<file path="config.mk">
export PLATFORM = sky130hd
export DESIGN_NAME = trz_ctrl
export DESIGN_NICKNAME = d
export VERILOG_FILES = /design/src/rtl/core/trz_pkg.sv /design/src/rtl/core/trz_ctrl.sv
export SDC_FILE = /design/constraint.sdc
export NUM_CORES = 1
export LEC_CHECK = 0
export BUFFER_PORTS_ARGS = -buffer_cell sky130_fd_sc_hd__clkbuf_2
export CAP_MARGIN = 10
export CORE_MARGIN = 2
export CORE_UTILIZATION = 49
export DETAILED_ROUTE_END_ITERATION = 10
export PLACE_DENSITY = 0.83
export RECOVER_POWER = 50
export SETUP_SLACK_MARGIN = 0.1
export SYNTH_ARGS = -nofsm -noshare
export SYNTH_HDL_FRONTEND = slang
export SYNTH_SLANG_ARGS = --single-unit
</file>
<file path="constraint.sdc">
create_clock -name clk -period 2.1 [get_ports clk]
set_input_delay 0.21 -clock clk [delete_from_list [all_inputs] [get_ports clk]]
set_output_delay 0.21 -clock clk [all_outputs]
set_load 0.01 [all_outputs]
</file>
<file path="src/rtl/core/trz_pkg.sv">
// Package for the triangle rasteriser with depth buffer.
// Beat types, operation codes, fixed widths, controller/datapath bundles, helpers.
// No dependencies.
package trz_pkg;

	// Operation codes
	localparam logic [1:0] OP_VERTEX = 2'd0;
	localparam logic [1:0] OP_CLEAR  = 2'd1;
	localparam logic [1:0] OP_READ   = 2'd2;

	// Fixed widths set by the beat fields
	localparam int CW    = 16;          // vertex coordinate / depth
	localparam int SW    = 18;          // setup multiplier operand
	localparam int PW    = 2 * SW;      // setup product
	localparam int EW    = 38;          // edge function accumulator
	localparam int DW    = 34;          // doubled area magnitude
	localparam int QW    = 16;          // quotient bits per division
	localparam int ACC_W = DW + QW;     // numerator / remainder-quotient register
	localparam int BW    = 14;          // signed pixel coordinate in box setup
	localparam int MEM_W = 25;          // drawn bit, grey, depth
	localparam int CMPW  = 13;          // frame size compare width

	localparam logic signed [CW-1:0] DEPTH_ONE = 16'sd16384;

	typedef struct packed {
		logic [1:0]              operation;
		logic signed [CW-1:0]    vertex_x;
		logic signed [CW-1:0]    vertex_y;
		logic signed [CW-1:0]    vertex_depth;
		logic [7:0]              vertex_grey;
		logic [6:0]              pixel_x;
		logic [6:0]              pixel_y;
	} in_item_t;

	typedef struct packed {
		logic [31:0]             pixel_color;
		logic signed [CW-1:0]    pixel_depth;
	} out_item_t;

	// Controller to datapath
	typedef struct packed {
		logic       latch_en;
		logic [1:0] latch_idx;
		logic       clr_start;
		logic       clr_en;
		logic       rd_req;
		logic       out_load;
		logic       box_en;
		logic       mul_en;
		logic [2:0] mul_idx;
		logic       fin_en;
		logic       pix_en;
		logic       mac_en;
		logic [3:0] bit_idx;
		logic       div_en;
		logic       wr_en;
		logic       step_en;
	} cmd_t;

	// Datapath to controller
	typedef struct packed {
		logic clr_last;
		logic d_zero;
		logic box_empty;
		logic in_tri;
		logic x_last;
		logic y_last;
	} sts_t;

	// Truncate a 4-fraction-bit coordinate toward zero to a whole pixel
	function automatic logic signed [12:0] trunc_px(input logic signed [CW-1:0] v);
		logic signed [16:0] s;
		s = 17'(v) + (v[CW-1] ? 17'sd15 : 17'sd0);
		return $signed(s[16:4]);
	endfunction

	// One restoring division step on {remainder, numerator low bits}
	function automatic logic [ACC_W-1:0] div_step(input logic [ACC_W-1:0] a,
			input logic [DW-1:0] d);
		logic [DW:0] t;
		logic [DW:0] r;
		logic        ge;
		t  = {a[ACC_W-1:QW], a[QW-1]};
		ge = (t >= {1'b0, d});
		r  = ge ? (t - {1'b0, d}) : t;
		return {r[DW-1:0], a[QW-2:0], ge};
	endfunction

endpackage

</file>
<file path="src/rtl/core/trz_ctrl.sv">
// Controller for the triangle rasteriser: sequences vertex latching, setup,
// per-pixel multiply-accumulate and division, clearing and reads. Uses trz_pkg.
module trz_ctrl (
	input  logic              clk,
	input  logic              arst_n,
	input  logic              in_valid,
	output logic              in_ready,
	input  logic [1:0]        operation,
	output logic              out_valid,
	input  logic              out_ready,
	input  trz_pkg::sts_t     sts,
	output trz_pkg::cmd_t     cmd
);

	localparam logic [3:0] S_IDLE  = 4'd0;
	localparam logic [3:0] S_CLEAR = 4'd1;
	localparam logic [3:0] S_RDW   = 4'd2;
	localparam logic [3:0] S_BOX   = 4'd3;
	localparam logic [3:0] S_MUL   = 4'd4;
	localparam logic [3:0] S_FIN   = 4'd5;
	localparam logic [3:0] S_PIX   = 4'd6;
	localparam logic [3:0] S_MAC   = 4'd7;
	localparam logic [3:0] S_DIV   = 4'd8;
	localparam logic [3:0] S_WRITE = 4'd9;
	localparam logic [3:0] S_STEP  = 4'd10;

	logic [3:0] state_q, state_d;
	logic [3:0] cnt_q, cnt_d;
	logic [1:0] vc_q, vc_d;
	logic       out_valid_q;
	logic       accept;
	logic [1:0] vidx;

	assign in_ready  = (state_q == S_IDLE);
	assign accept    = in_valid && in_ready;
	assign out_valid = out_valid_q;
	assign vidx      = (vc_q == 2'd3) ? 2'd0 : vc_q;

	// Next state and commands
	always_comb begin
		state_d = state_q;
		cnt_d   = cnt_q;
		vc_d    = vc_q;
		cmd     = '0;
		cmd.latch_idx = vidx;
		cmd.mul_idx   = cnt_q[2:0];
		cmd.bit_idx   = ~cnt_q;
		case (state_q)
			S_IDLE: begin
				if (accept) begin
					case (operation)
						trz_pkg::OP_VERTEX: begin
							cmd.latch_en = 1'b1;
							if (vidx == 2'd2) begin
								vc_d    = 2'd0;
								state_d = S_BOX;
							end else begin
								vc_d = vidx + 2'd1;
							end
						end
						trz_pkg::OP_CLEAR: begin
							cmd.clr_start = 1'b1;
							state_d       = S_CLEAR;
						end
						trz_pkg::OP_READ: begin
							cmd.rd_req = 1'b1;
							state_d    = S_RDW;
						end
						default: ;
					endcase
				end
			end
			S_CLEAR: begin
				cmd.clr_en = 1'b1;
				if (sts.clr_last) state_d = S_IDLE;
			end
			S_RDW: begin
				if (!out_valid_q || out_ready) begin
					cmd.out_load = 1'b1;
					state_d      = S_IDLE;
				end
			end
			S_BOX: begin
				cmd.box_en = 1'b1;
				cnt_d      = '0;
				state_d    = S_MUL;
			end
			S_MUL: begin
				cmd.mul_en = 1'b1;
				if (cnt_q == 4'd5) begin
					state_d = S_FIN;
				end else begin
					cnt_d = cnt_q + 4'd1;
				end
			end
			S_FIN: begin
				cmd.fin_en = 1'b1;
				state_d = (sts.d_zero || sts.box_empty) ? S_IDLE : S_PIX;
			end
			S_PIX: begin
				cmd.pix_en = 1'b1;
				cnt_d      = '0;
				state_d    = sts.in_tri ? S_MAC : S_STEP;
			end
			S_MAC: begin
				cmd.mac_en = 1'b1;
				cnt_d      = cnt_q + 4'd1;
				if (cnt_q == 4'd15) state_d = S_DIV;
			end
			S_DIV: begin
				cmd.div_en = 1'b1;
				cnt_d      = cnt_q + 4'd1;
				if (cnt_q == 4'd15) state_d = S_WRITE;
			end
			S_WRITE: begin
				cmd.wr_en = 1'b1;
				state_d   = S_STEP;
			end
			S_STEP: begin
				cmd.step_en = 1'b1;
				state_d = (sts.x_last && sts.y_last) ? S_IDLE : S_PIX;
			end
			default: state_d = S_IDLE;
		endcase
	end

	// State registers; reset starts with a clearing pass
	always_ff @(posedge clk or negedge arst_n) begin
		if (!arst_n) begin
			state_q     <= S_CLEAR;
			cnt_q       <= '0;
			vc_q        <= '0;
			out_valid_q <= 1'b0;
		end else begin
			state_q <= state_d;
			cnt_q   <= cnt_d;
			vc_q    <= vc_d;
			if (cmd.out_load) begin
				out_valid_q <= 1'b1;
			end else if (out_ready) begin
				out_valid_q <= 1'b0;
			end
		end
	end

endmodule

</file>
==> impl_metrics.tcl, run 1 <==
set metrics [dict create \
    outcome "complete, no violations" \
    first_pass_iters 4 \
    cts_buffers 3 \
    syn_inst 108 \
    r2r_end "state_q[1]$_DFFE_PN0P_" \
    ir_worst_vdd_mv 1.04 \
    io_buffers 35 \
    syn_area_um2 1000 \
    finalSetupViolCount 0 \
    gp_congestion 0.835 \
    slew_viol_final 0 \
    ios 36 \
    grtUsageTotal_pct 19.9 \
    avgViaCountPerCell 5.52 \
    drt-total-wl_mm 2.39 \
    crit_end "state_q[1]$_DFFE_PN0P_" \
    cts_tree "yes" \
    post_cts_buffers 0 \
    end_kind "flip-flop" \
    hp-class "in2reg" \
    die_area_um2 2420 \
    synthSimpleGateAreaFrac_pct 30.3 \
    grt_antenna_before_repair 0 \
    required_ns 2.23 \
    cts.htree.levels 1 \
    finalHoldViolCount 0 \
    cts_max_path_buffers 2 \
    drv_cap 0 \
    drtIter0Drc 49 \
    fin_crit_sh_pct 94.9 \
    path_clk_slew_ns 0.06 \
    yosys_warnings 0 \
    post-dp-hpwl_mm 1.78 \
    p_comb_share_pct 59.7 \
    internal_power_w 0.000861 \
    finalSetupTns_ns 0 \
    power.density_nw_per_um2 1410 \
    reg2reg_slack_ns 0.11 \
    synthMuxAreaShare_pct 4.49 \
    rows 16 \
    whs_ns 0.268 \
    startpoint_type "flip-flop" \
    rsz0062_at_grt "no" \
    hold_path_depth 3 \
    vias 922 \
    cts.sinks 11 \
    synth_top_family_by_area "simple AND/OR/NAND/NOR gates" \
    antenna_cells 0 \
    switching_share_pct 49.2 \
    core_um2 1940 \
    path_max_fanout 5 \
    startpoint "cnt_q[0]$_DFFE_PN0P_" \
    drive_above_1_share_pct 30.0 \
    clkPwrFrac_pct 7.8 \
    grt_start_max_net_pins 20 \
    synth-compound-area-share_pct 22.1 \
    ys_ff_latch 11 \
    fmax_mhz 502 \
    r2r_start "cnt_q[0]$_DFFE_PN0P_" \
    synth_edf_count 0 \
    clock_latency_ns 0.25 \
    ff2ff_path_depth 5 \
    slew_headroom_pct 63.2 \
    fin_worst_skew_ns 0.00195 \
    grt_pass1_vias 882 \
    drtAntennaViolNets 0 \
    leakagePower_nw 0.568 \
    grt_pass1_wl_mm 3.88 \
    p_seq_share_pct 32.5 \
    crit_type "reg2reg" \
    die_h_um 49.2 \
    gr-total-overflow 0 \
    synth-xor-area-share_pct 0.874 \
    synthArstFlopShare_pct 100 \
    layout.nets 157 \
    start_util_pct 51.6 \
    fin_crit_ns 1.99 \
    synth-seq-area-share_pct 27.6 \
    arrival_ns 2.13 \
    postSynthAreaPerCell_um2 9.28 \
    tightest_slew_ns 0.551 \
    die_x_um 49.2 \
    synth_fp_nets 124 \
    netSwitchingPower_w 0.000834 \
    synth-adder-area-share_pct 4.99 \
    drcViolationCount 0 \
    synthFlopType "dfrtp_1" \
    wl_per_cell_um 14.3 \
    synthDistinctLibCells 51 \
    area_delta_synth_final_pct 19.6 \
    cts_root_buf "clkbuf_4" \
]
power by group through the flow:
stage | clock network, W | registers, W | logic (W)
after floorplan | 0 | 0.000396 | 0.000880
after global placement | 0 | 0.000505 | 0.000971
after detailed placement | 0 | 0.000523 | 0.00100
after CTS | 0.000140 | 0.000529 | 0.00102
after global routing | 0.000150 | 0.000571 | 0.00112
final | 0.000132 | 0.000552 | 0.00101
through the flow:
| step | instances | power (W) | utilization (%) | setup slack, ns | instance area, um^2 |
|---|---|---|---|---|---|
| CTS | 167 | 0.00169 | 61.7 | 0.129 | 1200 |
| global route | 167 | 0.00184 | 61.7 | 0.0507 | 1200 |
| global placement | 162 | 0.00148 | 59.5 | 0.173 | 1160 |
| finish | 167 | 0.00169 | 61.7 | 0.108 | 1200 |
| detailed placement | 162 | 0.00153 | 59.5 | 0.0885 | 1160 |
| floorplan | 108 | 0.00128 | - | 0.211 | 1000 |
logic make-up (layout without fill, tap and decap cells):
group	count (synthesis)	after routing
compound gates	26	26
fa+ha+maj	4	4
flops	11	11
buf+inv	18	50
simple gates	44	44
mux	4	4
xor+xnor	1	1
sequential cells by signal (all words and copies together), names as in the netlist:
name / count
state_q: 4
cnt_q: 4
vc_q: 2
out_valid: 1
cell usage in the layout, fill, tap and decap left out, types with 2 or more instances in the layout:
master	n
o21ai_1	3
clkbuf_2	24
inv_1	9
clkbuf_1	12
and3b_1	2
dfrtp_1	8
nor2_1	7
o22ai_1	3
nand2_1	6
clkbuf_4	3
nand3_1	2
nor3b_1	3
nand2b_1	5
o211ai_1	2
or4b_4	2
o21ai_0	2
or3b_1	2
nor2b_1	2
nor3_2	2
mux2_1	4
dfrtp_2	2
ha_1	4
layout make-up:
cell class	instances	area, um^2
Tap cell	27	33.8
Timing Repair Buffer	37	179
Multi-Input combinational cell	79	647
Clock buffer	4	26.3
Fill cell	179	743
Sequential cell	11	279
Inverter	9	33.8
critical path, cell delays in order, from the launching register on:
cell,delay [ns]
dfrtp_1,0.43
ha_1,0.26
and3_1,0.27
a2111oi_4,0.40
a211oi_2,0.16
mux2_1,0.34
repair_timing:
action / 4_1_cts / 5_1_grt
hold endpoints to repair: 10 / 0
hold buffers: 1 / 0
pin swaps: 0 / 1
endpoints found under the setup margin: 1 / 8
gates resized for setup: 1 / 4
cloned: 0 / 0
metal layers:
layer  vias to the layer above  global-route usage, %  part of all wire (%)
met3                         2                   2.45                   6.0
met5                         -                      0                     0
met1                       416                   26.1                    44
met4                         0                   5.24                  0.38
li1                        464                      -                     -
met2                        40                   34.2                    50
how the worst min path moves through the flow:
stage	startpoint	endpoint	slack (ns)
5_1_grt	out_ready	out_valid$_DFFE_PN0P_	0.28
4_1_cts	out_ready	out_valid$_DFFE_PN0P_	0.26
3_5_place_dp	arst_n	cnt_q[1]$_DFFE_PN0P_	0.09
3_3_place_gp	arst_n	cnt_q[3]$_DFFE_PN0P_	0.09
6_report	out_ready	out_valid$_DFFE_PN0P_	0.27
2_1_floorplan	arst_n	cnt_q[0]$_DFFE_PN0P_	-0.09
Yosys cell counts, types with 2 or more instances:
library cell  count  share of area [%]
dfrtp_1          10                 25
inv_1             9                3.4
nor2_1            7                2.6
nand2_1           6                2.2
buf_4             5                3.7
nand2b_1          5                3.1
ha_1              4                5.0
mux2_1            4                4.5
nor3b_1           3                2.2
o21ai_1           3                1.5
o22ai_1           3                1.9
and3b_1           2                1.7
buf_2             2                1.0
nand3_1           2                1.0
nor2b_1           2                1.2
nor3_2            2                2.0
o211ai_1          2                1.5
o21ai_0           2                1.0
or3b_1            2                1.7
or4b_4            2                2.7
No activity file was read; power rests on OpenSTA's default activity.
==> run 2, diff against run 1 <==
- ABC_AREA: not set -> 1
- CAP_MARGIN: 10 -> 20
- CORE_UTILIZATION: 49 -> 48
- PLACE_DENSITY: 0.83 -> 0.82
==> run 2 against run 1 <==
Combinational power is 7% higher. Non-clock buffer count down 1. Sequential power shrank 22%. Flip-flop and latch count did not move. Cell count up 26%. Worst setup slack better by 0.17 ns. Register-to-register slack improved by 0.54 ns. Critical path type is now reg2out. Largest cell class unchanged.
==> impl_metrics.tcl, run 2 <==
set metrics [dict create \
    tightest_slew_ns 0.570 \
    synthArstFlopShare_pct 100 \
    path_clk_slew_ns 0.07 \
    syn_inst 147 \
    post-dp-hpwl_mm 1.89 \
    top_regs "cnt_q: 4 flops, state_q: 4 flops, vc_q: 2 flops" \
    post_cts_buffers 0 \
    cts_buffers 3 \
    wl_per_cell_um 10.5 \
    cts_max_path_buffers 2 \
    gp_congestion 0.904 \
    grt_antenna_before_repair 0 \
    antenna_cells 0 \
    ios 36 \
    fill_cells 199 \
    final_cell_mix "nand2_1 (44), clkbuf_2 (24), nor2_1 (18)" \
    synth_fp_nets 163 \
    cts.htree.levels 1 \
    drtIter0Drc 27 \
    crit_chain "nor2_2 -> nand2_4 -> nor2_1 -> inv_1 -> nor3_1 -> clkbuf_2" \
    crit_type "reg2out" \
    drt-total-wl_mm 2.21 \
    cts_tree "yes" \
    synth_top_area_cell "dfrtp_1" \
    postSynthAreaPerCell_um2 6.50 \
    rsz0062_at_grt "no" \
    vias 1028 \
    slew_headroom_pct 62.0 \
    start_util_pct 49.7 \
    cts_root_buf "clkbuf_4" \
    drive_above_1_share_pct 29.3 \
    drtAntennaViolNets 0 \
    area_delta_synth_final_pct 21.6 \
    synth_edf_count 0 \
    grtUsageTotal_pct 21.4 \
    synth_top_family_by_area "simple AND/OR/NAND/NOR gates" \
    fin_crit_ns 1.82 \
    required_ns 1.89 \
    synth-xor-area-share_pct 0.916 \
    synth_area_leaders "dfrtp_1 (26%), nand2_1 (17%), inv_1 (6.7%)" \
    avgViaCountPerCell 4.87 \
    synthDistinctLibCells 23 \
    synth-adder-area-share_pct 5.24 \
    core_um2 1920 \
    die_x_um 48.6 \
    final_common_cell "nand2_1" \
    fmax_mhz 550 \
    outcome "complete, no violations" \
    gr-total-overflow 0 \
    die_area_um2 2360 \
    ir_worst_vdd_mv 0.745 \
    drcViolationCount 0 \
    first_pass_iters 5 \
    finalSetupTns_ns 0 \
    yosysMostFrequentCell "nand2_1" \
    synthSimpleGateAreaFrac_pct 47.1 \
    arrival_ns 1.61 \
    die_h_um 48.6 \
    synth-seq-area-share_pct 28.9 \
    end_kind "primary output" \
    drv_cap 0 \
    synthMuxAreaShare_pct 0 \
    grt_pass1_wl_mm 4.09 \
    grt_pass1_vias 1017 \
    seqCellArea_um2 277 \
    io_buffers 35 \
    multi_input_area_um2 557 \
    rows 16 \
    finalSetupViolCount 0 \
    startpoint_type "flip-flop" \
    cts.sinks 11 \
    hp-class "in2reg" \
    whs_ns 0.160 \
    syn_area_um2 956 \
    synthTopCellsByCount "nand2_1 (44), inv_1 (17), nor2_1 (17)" \
    fin_crit_sh_pct 86.6 \
    grt_start_max_net_pins 12 \
    finalHoldViolCount 0 \
    cts_hold_buf 1 \
    power_w 0.00165 \
    reg2reg_slack_ns 0.65 \
    slew_viol_final 0 \
    layout.nets 201 \
    cp_slowest_cell "dfrtp_1" \
    cpPeakStageDelay_ns 0.47 \
    ctsResizeCount 0 \
    clock_latency_ns 0.26 \
    synth-compound-area-share_pct 5.24 \
    synthFlopType "dfrtp_1" \
    synth_top_area_share_pct 26.2 \
    ys_ff_latch 11 \
    fin_worst_skew_ns 0.00195 \
    yosys_warnings 0 \
    power.density_nw_per_um2 1420 \
    path_max_fanout 6 \
    leakagePower_nw 0.680 \
]
-- run 2: cell count changes after synthesis, moves of 6 or more --
cell and delta:
inv_1 +8, inv_2 +9, nand2_1 +38, nand2_2 +6, nand3_1 +7, nor2_1 +10, nor2_2 +6
-- run 2: logic make-up (layout without fill, tap and decap cells) --
logic type | count (synthesis) | in the layout
and+or+nand+nor | 93 | 93
buffers and inverters | 29 | 66
DFF | 11 | 11
AOI/OAI and AO/OA | 9 | 9
adders and majority gates | 4 | 4
xor gates and xnor gates | 1 | 1
-- run 2: layout make-up --
cell class,count,share of cell area (%)
multi-input cells,107,47.9
inverters,26,8.40
flip-flops and latches,11,23.8
clock buffers,4,2.26
repair buffers,36,14.7
well taps,27,2.91
-- run 2: report_power, final --
group / total (W) / internal (W) / switching, W
Sequential: 0.000430 / 0.000316 / 0.000114
Combinational: 0.00108 / 0.000373 / 0.000711
Clock: 0.000138 / 0.0000733 / 0.0000647
-- run 2: metrics by stage --
| step | cells | worst slack, ns | instance area [um^2] | utilization (%) |
|---|---|---|---|---|
| floorplan | 147 | 0.703 | 956 | - |
| global placement | 206 | 0.648 | 1140 | 59.4 |
| detailed placement | 206 | 0.593 | 1140 | 59.4 |
| CTS | 211 | 0.300 | 1180 | 61.3 |
| global route | 211 | 0.179 | 1160 | 60.5 |
| finish | 211 | 0.282 | 1160 | 60.5 |
-- run 2: worst max-delay path, delay by kind of cell (launching register included) --
family                 cells  cell delay, ns
and+or+nand+nor            4            0.67
DFF                        1            0.47
buffers and inverters      2            0.23
-- run 2: worst paths after layout --
path	start	endpoint	cells past startpoint
min in group asynchronous	arst_n	cnt_q[2]$_DFFE_PN0P_	2
max in group asynchronous	arst_n	state_q[0]$_DFFE_PN1P_	2
min reg2reg	state_q[0]$_DFFE_PN1P_	state_q[0]$_DFFE_PN1P_	2
min	out_ready	out_valid$_DFFE_PN0P_	2
max reg2reg	cnt_q[0]$_DFFE_PN0P_	state_q[2]$_DFFE_PN0P_	8
max	state_q[2]$_DFFE_PN0P_	cmd[18]	6
-- run 2: per-layer routing --
metal | vias to the layer above | wire (um) | GRT usage (%)
li1 | 525 | - | -
met1 | 452 | 1040 | 27.5
met2 | 45 | 1010 | 36.3
met3 | 6 | 132 | 1.85
met4 | 0 | 29 | 10.0
met5 | - | 0 | 0
